File: src/rtl/snpid_pkg.sv
// Package with shared types, widths and a saturation helper of the adaptive PID neuron.
`timescale 1ns / 1ps
`default_nettype none
package snpid_pkg;

	localparam int DATA_W = 32;
	localparam int PROD_W = 64;
	localparam int ACC_W  = 66;
	localparam int DEN_W  = 34;
	localparam int ADDR_W = 5;

	typedef enum logic [3:0] {
		ST_IDLE,
		ST_ERR,
		ST_EC,
		ST_VAR,
		ST_MUL,
		ST_WB,
		ST_ABS,
		ST_DIV,
		ST_DIVWAIT,
		ST_CLAMP,
		ST_OUT
	} state_t;

	typedef enum logic [3:0] {
		STEP_HEBB,
		STEP_GP,
		STEP_DP,
		STEP_GI,
		STEP_DI,
		STEP_GD,
		STEP_DD,
		STEP_TP,
		STEP_TI,
		STEP_TD,
		STEP_NUM
	} step_t;

	typedef enum logic [2:0] {
		REG_GAIN_K,
		REG_RATE_P,
		REG_RATE_I,
		REG_RATE_D,
		REG_WINIT_P,
		REG_WINIT_I,
		REG_WINIT_D
	} reg_idx_t;

	typedef struct packed {
		logic                     start;
		logic signed [PROD_W-1:0] num;
		logic        [DEN_W-1:0]  den;
	} div_req_t;

	typedef struct packed {
		logic                     done;
		logic signed [PROD_W-1:0] quot;
	} div_rsp_t;

	function automatic logic signed [DATA_W-1:0] sat32(input logic signed [ACC_W-1:0] v);
		logic signed [ACC_W-1:0] hi;
		logic signed [ACC_W-1:0] lo;
		hi = ACC_W'(signed'(32'sh7fffffff));
		lo = ACC_W'(signed'(32'sh80000000));
		if (v > hi) begin
			sat32 = 32'sh7fffffff;
		end else if (v < lo) begin
			sat32 = 32'sh80000000;
		end else begin
			sat32 = v[DATA_W-1:0];
		end
	endfunction

endpackage
`default_nettype wire

File: src/rtl/snpid_div.sv
// Bit-serial restoring divider: signed 64-bit numerator by unsigned divisor, truncating.
`timescale 1ns / 1ps
`default_nettype none
module snpid_div (
	input  wire                  clk,
	input  wire                  arst_n,
	input  wire snpid_pkg::div_req_t req,
	output snpid_pkg::div_rsp_t  rsp
);

	localparam int PW = snpid_pkg::PROD_W;
	localparam int DW = snpid_pkg::DEN_W;
	localparam int CW = $clog2(PW + 1);

	logic [PW-1:0] quo_q;
	logic [DW-1:0] rem_q;
	logic [DW-1:0] den_q;
	logic          neg_q;
	logic [CW-1:0] cnt_q;
	logic          done_q;
	logic [DW:0]   trial;
	logic [DW:0]   diff;
	logic          qbit;

	always_comb begin
		trial = {rem_q, quo_q[PW-1]};
		diff  = trial - {1'b0, den_q};
		qbit  = (trial >= {1'b0, den_q});
	end

	always_ff @(posedge clk or negedge arst_n) begin
		if (!arst_n) begin
			cnt_q  <= '0;
			done_q <= 1'b0;
		end else begin
			done_q <= 1'b0;
			if (req.start) begin
				cnt_q <= CW'(PW);
			end else if (cnt_q != '0) begin
				cnt_q <= cnt_q - 1'b1;
				if (cnt_q == CW'(1)) begin
					done_q <= 1'b1;
				end
			end
		end
	end

	always_ff @(posedge clk) begin
		if (req.start) begin
			quo_q <= req.num[PW-1] ? PW'(-req.num) : req.num;
			neg_q <= req.num[PW-1];
			den_q <= req.den;
			rem_q <= '0;
		end else if (cnt_q != '0) begin
			rem_q <= qbit ? diff[DW-1:0] : trial[DW-1:0];
			quo_q <= {quo_q[PW-2:0], qbit};
		end
	end

	assign rsp.done = done_q;
	assign rsp.quot = neg_q ? -$signed(quo_q) : $signed(quo_q);

endmodule
`default_nettype wire

File: config.mk
export PLATFORM = sky130hd
export DESIGN_NAME = snpid_div
export DESIGN_NICKNAME = d
export VERILOG_FILES = /design/src/rtl/snpid_pkg.sv /design/src/rtl/snpid_div.sv
export SDC_FILE = /design/constraint.sdc
export NUM_CORES = 1
export LEC_CHECK = 0
export BUFFER_PORTS_ARGS = -buffer_cell sky130_fd_sc_hd__buf_2
export CAP_MARGIN = 20
export CORE_UTILIZATION = 58
export DETAILED_ROUTE_END_ITERATION = 8
export GPL_TIMING_DRIVEN = 0
export HOLD_SLACK_MARGIN = 0.15
export PLACE_DENSITY = 0.87
export RECOVER_POWER = 100
export SLEW_MARGIN = 20
export SYNTH_ARGS = -nofsm -noshare
export SYNTH_HDL_FRONTEND = slang
export SYNTH_SLANG_ARGS = --single-unit
File: constraint.sdc
create_clock -name clk -period 5.4 [get_ports clk]
set_input_delay 0.54 -clock clk [delete_from_list [all_inputs] [get_ports clk]]
set_output_delay 0.54 -clock clk [all_outputs]
set_load 0.01 [all_outputs]
* After elaboration in Yosys (flattened, before gate mapping)
Cells that the tools add are included.
Cells by class: add/sub/neg operators 4, reduce and logical (&&, ||, !) cells 2, $lt $le $gt $ge 1, multiplexer cells 10, eq/ne operators 1
Operators by type and width (number):
- $mux 64 | 4
- $neg 64->64 | 2
- $ge 35x34->1 | 1
- $mux 34 | 1
- $sub 34x34->34 | 1
- $mux 7 | 2
- $eq 7x1->1 const B | 1
- $reduce_bool 7->1 | 1
- $sub 7x1->7 const B | 1
- $mux 1 | 3
- $reduce_bool 2->1 | 1
Word-level totals: register bits after elaboration 141, bits of input ports 101, logic and storage cells 24, output and inout bits 65

* Longest topological paths before layout
Gate-level depths: netlist (run 1).
word-level depth 4, depth in mapped cells 12, gate-level depth less buffers 12

* Worst setup path after synthesis (run 1)
OpenSTA, ideal clock, no wires.
kind reg2out, from register quo_q[11], to output rsp[61] in the netlist's numbering, path slack 1421 ps, path buffers 1, cell stages (with the launch flop) 10, arrival time 3439 ps, cell sequence edfxtp_1 > or4_4 > or4_4 > or4_4 > or2_4 > or3_4 > or4_4 > buf_6 > o41ai_4 > xnor2_1
RTL lines:
- start: declaration | RTL line snpid_div.sv:15 | logic [PW-1:0] quo_q;
- start signal: assignment | RTL line snpid_div.sv:50 | quo_q <= req.num[PW-1] ? PW'(-req.num) : req.num;
- start signal: assignment | RTL line snpid_div.sv:56 | quo_q <= {quo_q[PW-2:0], qbit};
- end: declaration | RTL line snpid_div.sv:8 | output snpid_pkg::div_rsp_t rsp

==> results of run 1 <==
## critical path, delay by kind of cell (launching register included)
kind / cells / cell delay (ps)
compound gates: 1 / 210
xor+xnor: 1 / 210
buf+inv: 2 / 340
flops: 1 / 460
simple gates: 6 / 2820
## sequential cells by signal (all words and copies together), names as in the netlist
name / flops
done_q: 1
neg_q: 1
cnt_q: 7
rem_q: 34
quo_q: 64
den_q: 34
## metal layers
layer  vias up  share of wire  GRT usage
met5         -              0          0
met4         0          0.037      0.174
met3        98          0.092     0.0514
met2       598           0.48      0.535
met1      4560           0.39      0.398
li1       4511              -          -
## per-stage QoR
step / utilization / hold slack (ps)
6_report: 0.697 / 277
5_1_grt: 0.697 / 276
4_1_cts: 0.705 / 269
3_5_place_dp: 0.667 / 398
3_3_place_gp: 0.665 / 392
2_1_floorplan: - / 244
## power by group
group	internal (mW)	switching (mW)	total (mW)
Combinational	0.852	1.32	2.17
Clock	0.764	0.458	1.22
Sequential	1.45	0.254	1.70
Total	3.06	2.03	5.10
## placed cells by master (no fill, tap or decap), types with 51 or more instances in the layout
master,n
inv_1,51
a21oi_1,99
nor2_1,135
nand2_1,65
xnor2_1,83
edfxtp_1,99
xor2_1,74
clkbuf_1,110
buf_2,109
o21ai_0,70
## cell type report
type	instances	area, um2
Sequential cell	141	3850
Timing Repair Buffer	167	769
Clock buffer	25	559
Buffer	58	233
Inverter	51	191
Fill cell	1335	5070
Clock inverter	7	67.6
Tap cell	220	275
Multi-Input combinational cell	880	5740
## final timing paths
check,start,end,depth (start not counted)
max in group asynchronous,arst_n,cnt_q[6],2
min reg2reg,rem_q[26],rem_q[26],2
max,quo_q[10],rsp[61],10
min in group asynchronous,arst_n,cnt_q[1],2
max reg2reg,quo_q[63],rem_q[30],12
min,req[0],den_q[0],1
## cell families after synthesis
| logic type | after synthesis | synth area share |
|---|---|---|
| AND/OR/NAND/NOR | 358 | 0.174 |
| AO/OA/AOI/OAI | 316 | 0.203 |
| XOR/XNOR | 157 | 0.137 |
| flip-flops | 141 | 0.384 |
| buffers and inverters | 109 | 0.0423 |
| adder cells (fa/ha/maj) | 39 | 0.0494 |
| multiplexers | 10 | 0.0107 |
## timing repair
item / CTS / global route
hold endpoints to repair: 8 / 0
setup endpoints to repair: 0 / 0
hold buffers: 1 / 0
==> key figures, run 1 <==
Timing
  • Clock Skew: 8.62 ps
  • Hold Fails Final Rpt: 0
  • Worst slew margin: -0.265
  • Worst-Margin Slew: 1900 ps
  • Setup_tns: 0 ps
  • # setup viols final: 0
  • Tmin final: 5030 ps
  • Slew Viols, Final: 37
  • Fin worst setup slack: 371 ps
  • Fmax: 199 MHz
  • RSZ-0062 raised after global routing: false
  • Post-route clock period utilization: 0.931

Critical path
  • Worst EP required: 4860 ps
  • Critical Path Start Type: flip-flop
  • Crit path max fanout: 7
  • Critical path cell sequence: or4_1 > or4_1 > or4_1 > or2_0 > or3_4 > or4_4 > buf_6 > o41ai_4 > xnor2_1 > clkbuf_1
  • Most used cell, CP: or4_1
  • FF-to-FF setup slack: 1570 ps
  • Worst Path Arrival: 4490 ps
  • Crit end category: primary output
  • Largest stage delay, worst path: 590 ps
  • Crit Path Category: flip-flop to primary output
  • CP max-delay cell: or4_1

Clock network
  • TritonCTS Sinks: 141
  • CTS tree: yes
  • Post-CTS Setup Bufs: 0
  • H-tree levels: 4
  • Longest Clk Path Bufs: 2
  • Post-cts sizing count: 0
  • Worst skew pair latency: 440 ps
  • Clock Pin Slew Worst Setup and Hold Paths: 60 ps
  • CTS root buffer: clkbuf_16
  • Inserted Clock Buffers: 17

Synth
  • Yosys top cell area share: 0.296
  • #FFs+latches synth: 141
  • Yosys cell types: 62
  • Seq/Total Area, Yosys: 0.384
  • Most common cell in the synthesized netlist: nor2_1
  • Syn_area_per_cell: 8.88 um2
  • Fraction of registers with async set/reset: 0.0567
  • Synth area leader: edfxtp_1
  • Synth Flop Type: edfxtp_1
  • Net Count, Synth: 1270
  • Gate Count Post-Synth: 1130
  • EDFF count, synth: 99
  • Synth area leaders: edfxtp_1, xnor2_1, dfxtp_1, xor2_1, nor2_1
  • Synth top cells by count: nor2_1, a21oi_1, edfxtp_1
  • Synthesized cell area: 0.0100 mm2
  • Synth warn: 0

Cells and area
  • Layout cells sized above 1: 0.121
  • # diodes: 0
  • Syn-to-layout area delta: 16.4%
  • Post-Layout Cell Count: 1549
  • Final instance area: 0.0117 mm2
  • Layout net count: 1456

Run
  • Max_cap viols: 1

Outcome
  • Failing checks: max-capacitance violations, max-slew violations
  • Run status: finished, violations left

Floorplanning
  • Die area: 0.0178 mm2
  • Die extent in x: 134 um
  • Starting Density: 0.599
  • Die height: 134 um
  • Total I/O pin count: 166
  • Core area: 0.0168 mm2
  • Row count: 47

Placed design
  • Dpl hpwl: 20600 um
  • Global placer's final weighted congestion: 0.984
  • Dpl ws: 1070 ps
  • Buffers on Ports: 165
  • Placed cells: 1516
  • Placed Area: 0.0112 mm2

Routing
  • Drt pass-1 iters: 6
  • Vias after detailed routing: 9767
  • # DRC: 0
  • Detail Route Antenna Nets: 0
  • Via/cell ratio: 6.31
  • Iteration-0 DRC Markers: 928
  • Wire length per cell: 18.4 um
  • Routed wire length: 28500 um

Power
  • Pwr Density: 436 mW/mm2
  • Design Power: 5.10 mW
  • Worst VDD drop: 317 uV
  • Leakage power: 4.58 nW

Global routing
  • Vias in the first global route: 9226
  • Largest net degree at the start of global routing: 54
  • First-pass GRT wire length: 44800 um
  • Gr usage total: 0.321
  • Grt total ovfl: 0
  • Initial antenna violation count: 0

Min path
  • Hold Crit Class: primary input to flip-flop
Power figures use the tool's default switching activity.
==> run 2, diff against run 1 <==
- ABC_AREA: not set -> 1
- CORE_UTILIZATION: 58 -> 60
==> key figures, run 2 <==
Clock network
  • Longest Clk Path Bufs: 2 (unchanged)
  • Worst skew pair latency: 430 ps (about the same)
  • CTS tree: yes
  • Post-cts sizing count: 0 (unchanged)
  • H-tree levels: 4 (unchanged)
  • TritonCTS Sinks: 141 (unchanged)
  • Inserted Clock Buffers: 17 (unchanged)
  • CTS root buffer: clkbuf_16
  • Clock Pin Slew Worst Setup and Hold Paths: 70 ps (about the same)

Timing
  • Worst slew margin: -0.713 (-0.448)
  • # setup viols final: 0 (unchanged)
  • Hold Fails Final Rpt: 0 (unchanged)
  • Setup_tns: 0 ps (unchanged)
  • RSZ-0062 raised after global routing: false
  • Fin worst setup slack: 1240 ps (+867 ps)
  • Clock Skew: 10.2 ps (+1.53 ps)
  • Post-route clock period utilization: 0.771 (-0.161)
  • Fmax: 240 MHz (+21%)
  • Slew Viols, Final: 42 (+14%)
  • Tmin final: 4160 ps (-867 ps)
  • Worst-Margin Slew: 2570 ps (+673 ps)

Routing
  • Drt pass-1 iters: 5 (-1)
  • Iteration-0 DRC Markers: 1385 (+49%)
  • Detail Route Antenna Nets: 0 (unchanged)
  • Via/cell ratio: 5.64 (-11%)
  • # DRC: 0 (unchanged)
  • Vias after detailed routing: 14.2k (+46%)
  • Wire length per cell: 17.9 um (-2.7%)
  • Routed wire length: 45300 um (+59%)

Critical path
  • FF-to-FF setup slack: 2360 ps (+790 ps)
  • Largest stage delay, worst path: 1790 ps (+1200 ps)
  • Most used cell, CP: clkbuf_1
  • Worst r2r dst: quo_q[36]
  • CP max-delay cell: clkbuf_1
  • Worst r2r path cells: 9 (-3)
  • Crit path buf inv count: 4 (+2)
  • Critical Path Start Type: primary input
  • Crit path max fanout: 61 (+54)
  • CP delay by family, top: buffers and inverters
  • Critical path cell sequence: clkbuf_1 > nor2_1 > inv_1 > clkbuf_1 > buf_16
  • Crit path from: req[98]
  • Crit end category: flip-flop
  • Crit Path Category: primary input to flip-flop
  • Worst reg2reg startpoint: cnt_q[0]
  • Worst Path Arrival: 4260 ps (-230 ps)
  • Worst EP required: 5500 ps (+640 ps)

Floorplanning
  • Core area: 0.0211 mm2 (+26%)
  • Row count: 53 (+13%)
  • Die extent in x: 149 um (+11%)
  • Starting Density: 0.614 (+0.0150)
  • Die height: 149 um (+11%)
  • Total I/O pin count: 166 (unchanged)
  • Die area: 0.0222 mm2 (+24%)

Synth
  • Fraction of registers with async set/reset: 0.0567 (unchanged)
  • Synth area leader: edfxtp_1
  • EDFF count, synth: 99 (unchanged)
  • Synthesized cell area: 0.0129 mm2 (+29%)
  • Net Count, Synth: 2191 (+73%)
  • Synth top cells by count: nand2_1, inv_1, nor2_1
  • Yosys cell types: 52 (-16%)
  • Yosys top cell area share: 0.230 (-0.0665)
  • Synth Flop Type: edfxtp_1
  • Synth area leaders: edfxtp_1, nand2_1, inv_1, nor2_1, nand3_1
  • Gate Count Post-Synth: 2051 (+82%)
  • Syn_area_per_cell: 6.31 um2 (-29%)
  • Seq/Total Area, Yosys: 0.298 (-0.0862)
  • Synth warn: 0 (unchanged)
  • Most common cell in the synthesized netlist: nand2_1
  • #FFs+latches synth: 141 (unchanged)

Min path
  • Hold Crit Class: primary input to flip-flop
  • HP Start: req[29]
  • Hold path depth: 1 (unchanged)
  • Hold Path End: den_q[29]

Cells and area
  • Commonest non-fill, non-tap cell in the layout: nand2_1
  • Layout net count: 2377 (+63%)
  • Utilization after layout: 0.693 (-0.00383)
  • # diodes: 0 (unchanged)
  • Syn-to-layout area delta: 13.0%
  • Layout cells sized above 1: 0.0867 (-0.0345)
  • Number of flip-flops in the largest register: 64 (unchanged)
  • Most frequent cells in the layout: nand2_1, inv_1, nor2_1, nand3_1, buf_2
  • Final instance area: 0.0146 mm2 (+25%)
  • Largest regs: quo_q: 64 flops, den_q: 34 flops, rem_q: 34 flops
  • Largest Register: quo_q

Global routing
  • First-pass GRT wire length: 69100 um (+54%)
  • Largest net degree at the start of global routing: 62 (+15%)
  • Grt total ovfl: 0 (unchanged)
  • Gr usage total: 0.408 (+0.0876)
  • Vias in the first global route: 13.7k (+48%)
  • Initial antenna violation count: 0 (unchanged)

Power
  • Psw: 2.37 mW (+17%)
  • Switching fraction of total power: 0.440 (+0.0411)
  • Leakage power: 7.19 nW (+57%)
  • Pwr Density: 368 mW/mm2 (-16%)
  • Clk pwr share: 0.225 (-0.015)
  • Worst VDD drop: 221 uV (-30%)
  • P_int: 3.02 mW (-1.5%)
  • Design Power: 5.39 mW (+5.7%)
  • Power share of the sequential group: 0.299 (-0.035)
  • Combinational share of power: 0.476 (+0.050)

Placed design
  • Buffers on Ports: 165 (unchanged)
  • Dpl ws: 2390 ps (+1310 ps)
  • Global placer's final weighted congestion: 1.04 (+6.0%)
  • Dpl hpwl: 36400 um (+77%)
  • Placed Area: 0.0141 mm2 (+27%)

Run
  • Max_cap viols: 1 (unchanged)

Outcome
  • Failing checks: max-capacitance violations, max-slew violations
  • Run status: finished, violations left
## run 2: cell types whose count changed after synthesis, sizes merged, moves of 61 or more
cell   change
nand2    +620
nand3    +146
inv      +273
xnor2     -61
nor2     +117
a21oi     -68
## run 2: layer usage
layer | track usage | wire length, um
met1 | 0.455 | 16500
met2 | 0.707 | 21600
met3 | 0.0581 | 3660
met4 | 0.307 | 3490
met5 | 0 | 0
## run 2: power groups by stage
stage / Clock, mW / Combinational [mW] / Sequential, mW
after floorplan: 0 / 1.80 / 1.56
after global placement: 0 / 2.45 / 1.61
after detailed placement: 0 / 2.52 / 1.62
after CTS: 1.20 / 2.54 / 1.60
after global routing: 1.25 / 2.82 / 1.63
final: 1.21 / 2.56 / 1.61
## run 2: final cells by class
type	instances	area, um2
buffer	49	251
clock buffer	22	507
clock inverter	10	104
fill	1924	6470
inverter	325	1220
multi-input combinational	1536	7540
sequential	141	3850
tap	275	344
timing repair buffer	167	801
## run 2: cells by family (layout without fill, tap and decap cells)
kind of cell	count (synthesis)	in the layout	share of synthesized area
compound gates	161	161	0.0690
fa+ha+maj	39	39	0.0383
simple gates	1226	1226	0.407
flops	141	141	0.298
buf+inv	374	573	0.114
xor+xnor	110	110	0.0744
## run 2: through the flow
stage,hold WS [ps],instances
after CTS,282,2525
final,282,2525
after global routing,273,2525
after detailed placement,392,2492
after global placement,393,2491
after floorplan,244,2051
## run 2: how the worst max path moves through the flow
stage,to,slack (ps),depth (start not counted)
floorplan,quo_q[0],3000,8
global placement,quo_q[52],1790,4
detailed placement,rsp[60],2390,13
CTS,rsp[60],1930,13
global route,quo_q[36],950,5
finish,quo_q[36],1240,5
## run 2: what timing repair did
item / in CTS / in global routing
buffers inserted: 0 / 0
hold buffers: 1 / 0
endpoints found under the hold margin: 8 / 0
==> run 3, diff against run 2 <==
- CORE_UTILIZATION: 60 -> 54
- PLACE_DENSITY: 0.87 -> 0.83
- clock period: 5.4 -> 3.6 ns (I/O delays scaled with it)
==> key figures, run 3 (synthesis gave the netlist of run 2 again) <==
Timing
  • Post-route clock period utilization: 0.950
  • Fmax: 292 MHz
  • Clock Skew: 14.8 ps (+4.62 ps)
  • Tmin final: 3420 ps
  • Slew Viols, Final: 0 (-100%)
  • Worst-Margin Slew: 1300 ps (-1270 ps)
  • Hold Fails Final Rpt: 0 (unchanged)
  • RSZ-0062 raised after global routing: false
  • # setup viols final: 0 (unchanged)
  • Worst slew margin: 0.135 (+0.848)
  • Setup_tns: 0 ps (unchanged)

Clock network
  • Worst skew pair latency: 450 ps (+20 ps)
  • Longest Clk Path Bufs: 2 (unchanged)
  • Clock Pin Slew Worst Setup and Hold Paths: 60 ps (about the same)
  • CTS tree: yes
  • Post-CTS Setup Bufs: 0 (unchanged)
  • Inserted Clock Buffers: 17 (unchanged)
  • Post-cts sizing count: 0 (unchanged)
  • TritonCTS Sinks: 141 (unchanged)
  • H-tree levels: 4 (unchanged)
  • CTS root buffer: clkbuf_16

Critical path
  • FF-to-FF setup slack: 230 ps (-2130 ps)
  • Critical path cell sequence: inv_1 > ha_1 > nand3_2 > nor2_4 > nand2_4 > nor2_2 > nand3_1 > or2_1 > nand2_1 > o21ai_1 > xor2_1 > clkbuf_1
  • Crit Path Category: flip-flop to primary output
  • Worst Path Arrival: 3060 ps (-1200 ps)
  • Worst reg2reg startpoint: den_q[32]
  • Worst r2r dst: rem_q[0]
  • Worst r2r path cells: 11 (+2)
  • Worst EP required: 3240 ps (-2260 ps)
  • Crit path max fanout: 5 (-92%)
  • Crit end category: primary output
  • CP max-delay cell: edfxtp_1
  • Largest stage delay, worst path: 460 ps (-1330 ps)
  • Critical Path Start Type: flip-flop

Min path
  • Hold Path End: quo_q[33]
  • HP Start: req[67]
  • Hold path depth: 3 (+2)
  • Hold Crit Class: primary input to flip-flop

Cells and area
  • Post-Layout Cell Count: 2604 (+3.1%)
  • Most frequent cells in the layout: nand2_1, inv_1, nor2_1, nand3_1, buf_2
  • Layout cells sized above 1: 0.0862 (-0.000452)
  • Number of flip-flops in the largest register: 64 (unchanged)
  • # diodes: 0 (unchanged)
  • Commonest non-fill, non-tap cell in the layout: nand2_1
  • Syn-to-layout area delta: 16.2%
  • Largest Register: quo_q
  • Largest regs: quo_q: 64 flops, den_q: 34 flops, rem_q: 34 flops
  • Reg area: 0.00385 mm2 (unchanged)
  • Layout net count: 2412 (+1.5%)
  • Area of the multi-input gates: 0.00758 mm2 (+0.50%)
  • Fillers: 2208 (+15%)

Power
  • Leakage power: 7.32 nW (+1.9%)
  • Pwr Density: 539 mW/mm2 (+46%)
  • Worst VDD drop: 369 uV (+67%)
  • Design Power: 8.11 mW (+50%)

Floorplanning
  • Core area: 0.0235 mm2 (+11%)
  • Die height: 157 um (+5.3%)
  • Total I/O pin count: 166 (unchanged)
  • Starting Density: 0.551 (-0.0624)
  • Die area: 0.0246 mm2 (+11%)
  • Die extent in x: 157 um (+5.3%)
  • Row count: 56 (+5.7%)

Placed design
  • Dpl hpwl: 38100 um (+4.7%)
  • Buffers on Ports: 165 (unchanged)
  • Global placer's final weighted congestion: 1.04 (-0.45%)
  • Placed cells: 2536 (+1.8%)

Outcome
  • Run status: completed

Global routing
  • Gr usage total: 0.385 (-0.0230)
  • First-pass GRT wire length: 71400 um (+3.3%)
  • Initial antenna violation count: 0 (unchanged)
  • Largest net degree at the start of global routing: 61 (-1.6%)
  • Vias in the first global route: 13.7k (+0.30%)
  • Grt total ovfl: 0 (unchanged)

Routing
  • Iteration-0 DRC Markers: 1673 (+21%)
  • Via/cell ratio: 5.45 (-3.4%)
  • Detail Route Antenna Nets: 0 (unchanged)
  • Vias after detailed routing: 14.2k (-0.34%)
  • # DRC: 0 (unchanged)
  • Wire length per cell: 18.1 um (+0.83%)
  • Drt pass-1 iters: 5 (unchanged)
  • Routed wire length: 47100 um (+4.0%)

Run
  • Max_cap viols: 0 (-1)
==> run 3: changes by cell type in the layout (fill, tap and decap cells not counted), moves of 3 or more <==
cell / delta
clkbuf_2: +3
dlygate4sd3_1: +35
buf_1: -3
inv_6: +3
nor2_1: -3
clkinvlp_4: +4
clkinv_4: -5
clkbuf_1: +5
==> run 3: report_power, final <==
group	leakage [nW]	total, mW	switching (mW)	internal, mW
Sequential	1.43	2.43	0.300	2.13
Combinational	5.61	3.87	2.55	1.32
Clock	0.281	1.81	0.760	1.05
==> run 3: through the flow <==
stage / util / hold WS, ps / setup slack (ps) / cell area (um2)
finish: 0.641 / 322 / 181 / 15000
global route: 0.641 / 334 / 61.1 / 15000
CTS: 0.646 / 283 / 298 / 15200
detailed placement: 0.605 / 207 / 784 / 14200
global placement: 0.604 / 206 / 219 / 14200
floorplan: - / 64.4 / 1200 / 12900
==> run 3: cell type report <==
class,instances,area share
Tap cell,319,0.0265
Multi-Input combinational cell,1536,0.504
Clock inverter,9,0.00457
Buffer,49,0.0160
Clock buffer,23,0.0354
Timing Repair Buffer,202,0.0764
Sequential cell,141,0.256
Inverter,325,0.0811
==> run 3: metal layers <==
layer  GRT usage  part of all wire
met5           0                 0
met4       0.274             0.072
met3      0.0446             0.065
met2       0.685              0.49
met1       0.427              0.38
==> run 3: worst max path at each step <==
stage               from        end  slack, ps  cells past startpoint
5_1_grt        den_q[32]   rem_q[8]         60                     11
3_3_place_gp     req[98]  quo_q[58]        220                      4
4_1_cts         quo_q[0]    rsp[40]        300                     11
3_5_place_dp    quo_q[0]    rsp[32]        780                     12
2_1_floorplan   cnt_q[0]   quo_q[0]       1200                      8
6_report        quo_q[0]    rsp[30]        180                     12
==> run 3: repair_timing <==
action,4_1_cts,5_1_grt
setup endpoints to repair,0,0
hold endpoints to repair,43,0
hold buffers,36,0
==> run 3: worst max-delay path: cells and delay by family (launching register included) <==
kind	cells	cell delay, ps
flops	1	460
fa+ha+maj	1	260
compound gates	1	110
xor+xnor	1	310
simple gates	7	1120
buf+inv	2	350
